## src/rtl/kmnc_pkg.sv

```systemverilog
package kmnc_pkg;

    typedef enum logic [1:0] {
        OP_INIT     = 2'd0,
        OP_BEGIN    = 2'd1,
        OP_CLASSIFY = 2'd2,
        OP_UPDATE   = 2'd3
    } op_t;

    typedef enum logic [1:0] {
        CFG_NUM_CLUSTERS = 2'd0,
        CFG_READ_LENGTH  = 2'd1,
        CFG_MIN_QUALITY  = 2'd2,
        CFG_MAX_QUALITY  = 2'd3
    } cfg_idx_t;

    typedef enum logic [3:0] {
        S_IDLE,
        S_INIT_GO,
        S_INIT_WAIT,
        S_INIT_FILL,
        S_CL_RUN,
        S_CL_SEARCH,
        S_UP_RD,
        S_UP_MUL,
        S_UP_GO,
        S_UP_WAIT
    } state_t;

    localparam int CENT_W  = 16;
    localparam int CNT_W   = 24;
    localparam int SUM_W   = 48;
    localparam int NUM_W   = 41;
    localparam int DEN_W   = 24;

    localparam logic [CNT_W-1:0] COUNT_MAX    = 24'hFFFFFF;
    localparam logic [SUM_W-1:0] SEARCH_LIMIT = 48'd655360000000;

endpackage

```

## src/rtl/kmnc_div.sv

```systemverilog
module kmnc_div (
    input  logic                       clk,
    input  logic                       rst_n,
    input  logic                       start,
    input  logic [kmnc_pkg::NUM_W-1:0] num,
    input  logic [kmnc_pkg::DEN_W-1:0] den,
    output logic                       done,
    output logic [kmnc_pkg::NUM_W-1:0] quot
);
    import kmnc_pkg::*;

    localparam int CW = $clog2(NUM_W + 1);

    logic [DEN_W-1:0] rem_reg;
    logic [NUM_W-1:0] q_reg;
    logic [DEN_W-1:0] den_reg;
    logic [CW-1:0]    cnt_reg;
    logic             run_reg;
    logic             done_reg;

    logic [DEN_W:0]   rem_shift;
    logic             ge;

    // restoring division, one quotient bit per cycle
    assign rem_shift = {rem_reg, q_reg[NUM_W-1]};
    assign ge        = rem_shift >= {1'b0, den_reg};

    always_ff @(posedge clk or negedge rst_n)
    begin
        if (!rst_n)
        begin
            run_reg  <= 1'b0;
            done_reg <= 1'b0;
            cnt_reg  <= '0;
        end
        else
        begin
            done_reg <= 1'b0;
            if (start)
            begin
                run_reg <= 1'b1;
                cnt_reg <= CW'(NUM_W);
            end
            else if (run_reg)
            begin
                cnt_reg <= cnt_reg - 1'b1;
                if (cnt_reg == CW'(1))
                begin
                    run_reg  <= 1'b0;
                    done_reg <= 1'b1;
                end
            end
        end
    end

    always_ff @(posedge clk)
    begin
        if (start)
        begin
            rem_reg <= '0;
            q_reg   <= num;
            den_reg <= den;
        end
        else if (run_reg)
        begin
            rem_reg <= ge ? DEN_W'(rem_shift - {1'b0, den_reg}) : rem_shift[DEN_W-1:0];
            q_reg   <= {q_reg[NUM_W-2:0], ge};
        end
    end

    assign done = done_reg;
    assign quot = q_reg;

endmodule

```

## config.mk

```make
export PLATFORM = sky130hd
export DESIGN_NAME = kmnc_div
export DESIGN_NICKNAME = d
export VERILOG_FILES = /design/src/rtl/kmnc_pkg.sv /design/src/rtl/kmnc_div.sv
export SDC_FILE = /design/constraint.sdc
export NUM_CORES = 1
export LEC_CHECK = 0
export ABC_AREA = 1
export ABC_CLOCK_PERIOD_IN_PS = 2900
export BUFFER_PORTS_ARGS = -buffer_cell sky130_fd_sc_hd__buf_2
export CAP_MARGIN = 20
export CORE_MARGIN = 2
export CORE_UTILIZATION = 43
export DETAILED_ROUTE_END_ITERATION = 7
export GPL_ROUTABILITY_DRIVEN = 0
export GPL_TIMING_DRIVEN = 0
export MAX_ROUTING_LAYER = met4
export SLEW_MARGIN = 10
export SYNTH_ARGS = -nofsm -noshare
export SYNTH_HDL_FRONTEND = slang
export SYNTH_SLANG_ARGS = --single-unit
```

## constraint.sdc

```tcl
create_clock -name clk -period 2.9 [get_ports clk]
set_clock_uncertainty 0.15 [all_clocks]
set_input_delay 0.58 -clock clk [delete_from_list [all_inputs] [get_ports clk]]
set_output_delay 0.58 -clock clk [all_outputs]
set_load 0.02 [all_outputs]
```

==> run metrics <==
CP Launch Type input pin; crit path kind in2reg; Die H between 100 and 150 um; nets between 1000 and 1500; first-pass GRT wire length about 24000 um; Site Rows between 40 and 50; synth unique cells 30; Slew @ Worst Pin roughly 0.65 ns; Tmin final approximately 2.5 ns; Placeable Area 13350 um2; CTS tree built; I/O Buffers between 100 and 150; Synth top area share about a third; WL/cell 12.71 um; area of the multi-input gates between 2000 and 3000 um2; pin count of the biggest net entering global routing 28; Main synth FF type edfxtp_1; H-tree depth 3; FMAX between 400 and 500 MHz; CP Max Fanout 27; R2R setup slack ~0.46 ns; hpwl dp 11140 um; register area share after synthesis between 40 and 50%; share of cells above drive strength 1 15.52%; Pwr Density between 800 and 900 nW/um2; Reg area between 2000 and 3000 um2; antenna viol nets, final 0; Post-synth EDFFs 65; worst endpoint data arrival time 2.41 ns; clk buf depth 2; Gates resized, CTS repair 0; count leader, synth nand2_1; top cells by area, synth edfxtp_1 (33%), nand2_1 (24%), inv_1 (8.4%); outcome finished clean; initial antenna violation count 0; GRT Overall Usage roughly a fifth; RSZ-0062 raised after global routing false; final WL ~14000 um; IO Pins 110; grt total ovfl 0; Hold WC Path Type in2reg; vias per inst ~4.6; Slew HR between 50% and 60%; post-CTS setup repair buffer count 0; crit end category flop; area grow syn2layout 18.55%; period utilization between 80% and 90%; max FFs per register between 40 and 50; Peak VDD IR around 0.00028 V; vias in the first global route 5014; post-synthesis cell area 5914 um2; worst slack, placed -0.04918 ns; Sink Count 97; Via Count roughly 5200; worst-skew pair later-pin latency approximately 0.35 ns; max cap viols 0; syn_area_per_cell 7.213 um2; hold_buf cts 1; most frequent cells after synthesis nand2_1 (375), inv_1 (133), edfxtp_1 (65); die span in x roughly 120 um; Hold Worst Slack ~0.25 ns; Yosys reg bits 97; max-slew violations 0; Synth Warn # 0; Worst EP required about 2.9 ns; # diodes 0; clock transition at the registers of the reported paths approximately 0.07 ns; Mapped Nets 915; DR iter-0 viols about 240; LEAKAGE 0.003827 uW; Final WS setup approximately 0.45 ns; Final Hold Fails 0; cell taking the most area after synthesis edfxtp_1; TritonCTS Buffers 9; TritonRoute pass-1 iters 4; # fillers 1400; ys async rst share a little over 8%; initial core utilization 44.31%; die area 14710 um2; Syn Inst Count slightly above 800; root buffer cell clkbuf_16; setup violators final 0; DRC 0
-- where the power goes --
group	switching (uW)	internal, uW
registers	175	1740
logic	1750	1020
clock network	551	680
-- metrics by stage --
stage	util, %	TNS (ns)	cell area (um2)	cells	power (uW)
2_1_floorplan	-	0	5914	820	4049
3_3_place_gp	50.05	-19.11	6680	1105	4713
3_5_place_dp	50.20	-0.4872	6700	1106	4721
4_1_cts	52.53	0	7012	1123	5974
5_1_grt	52.53	0	7012	1123	6474
6_report	52.53	0	7012	1123	5921
-- metal layers --
metal,wire length (um),global-route usage (%),vias to the layer above
met2,6607,34.13,118
met5,0,-,-
met4,126,5.316,0
li1,-,-,2797
met1,6712,27.27,2277
met3,825,5.263,10
-- cell usage in the layout, fill, tap and decap left out, types with 9 or more instances in the layout --
master / netlist / routed
nand4_1: 30 / 30
inv_1: 133 / 132
nand3_1: 46 / 46
clkbuf_1: 12 / 12
clkbuf_16: 0 / 9
ha_1: 26 / 26
nor2_1: 34 / 34
edfxtp_1: 65 / 65
buf_2: 6 / 115
a21oi_1: 14 / 14
dfxtp_1: 24 / 24
nand2_1: 375 / 375
-- worst max-delay path, stage by stage --
cell and delay [ns]:
buf_2 0.51, clkbuf_1 0.45, clkinv_1 0.36, clkbuf_1 0.32
nand2_1 0.11, nand2_1 0.06
-- final timing paths --
kind / start / end / cells after the start
hold reg to reg: rem_reg[6] / rem_reg[6] / 2
hold / removal: den[4] / den_reg[4] / 1
setup reg to reg: den_reg[8] / quot[0] / 13
min in group asynchronous: rst_n / cnt_reg[3] / 2
setup / recovery: start / quot[30] / 6
max in group asynchronous: rst_n / cnt_reg[1] / 2
-- final cells by class --
| class | count | share of cell area [%] |
|---|---|---|
| Buffer | 21 | 1.445 |
| Tap cell | 176 | 3.141 |
| Timing Repair Buffer | 111 | 8.208 |
| Sequential cell | 97 | 37.54 |
| Inverter | 140 | 7.495 |
| Multi-Input combinational cell | 562 | 37.87 |
| Clock inverter | 7 | 1.089 |
| Clock buffer | 9 | 3.212 |
-- cell families after synthesis --
logic type	synth area share [%]
AOI/OAI and AO/OA	2.031
xor gates and xnor gates	1.333
buffers and inverters	10.60
adders and majority gates	5.839
DFF	44.51
and+or+nand+nor	35.69
(Power assumes the default switching activity.)
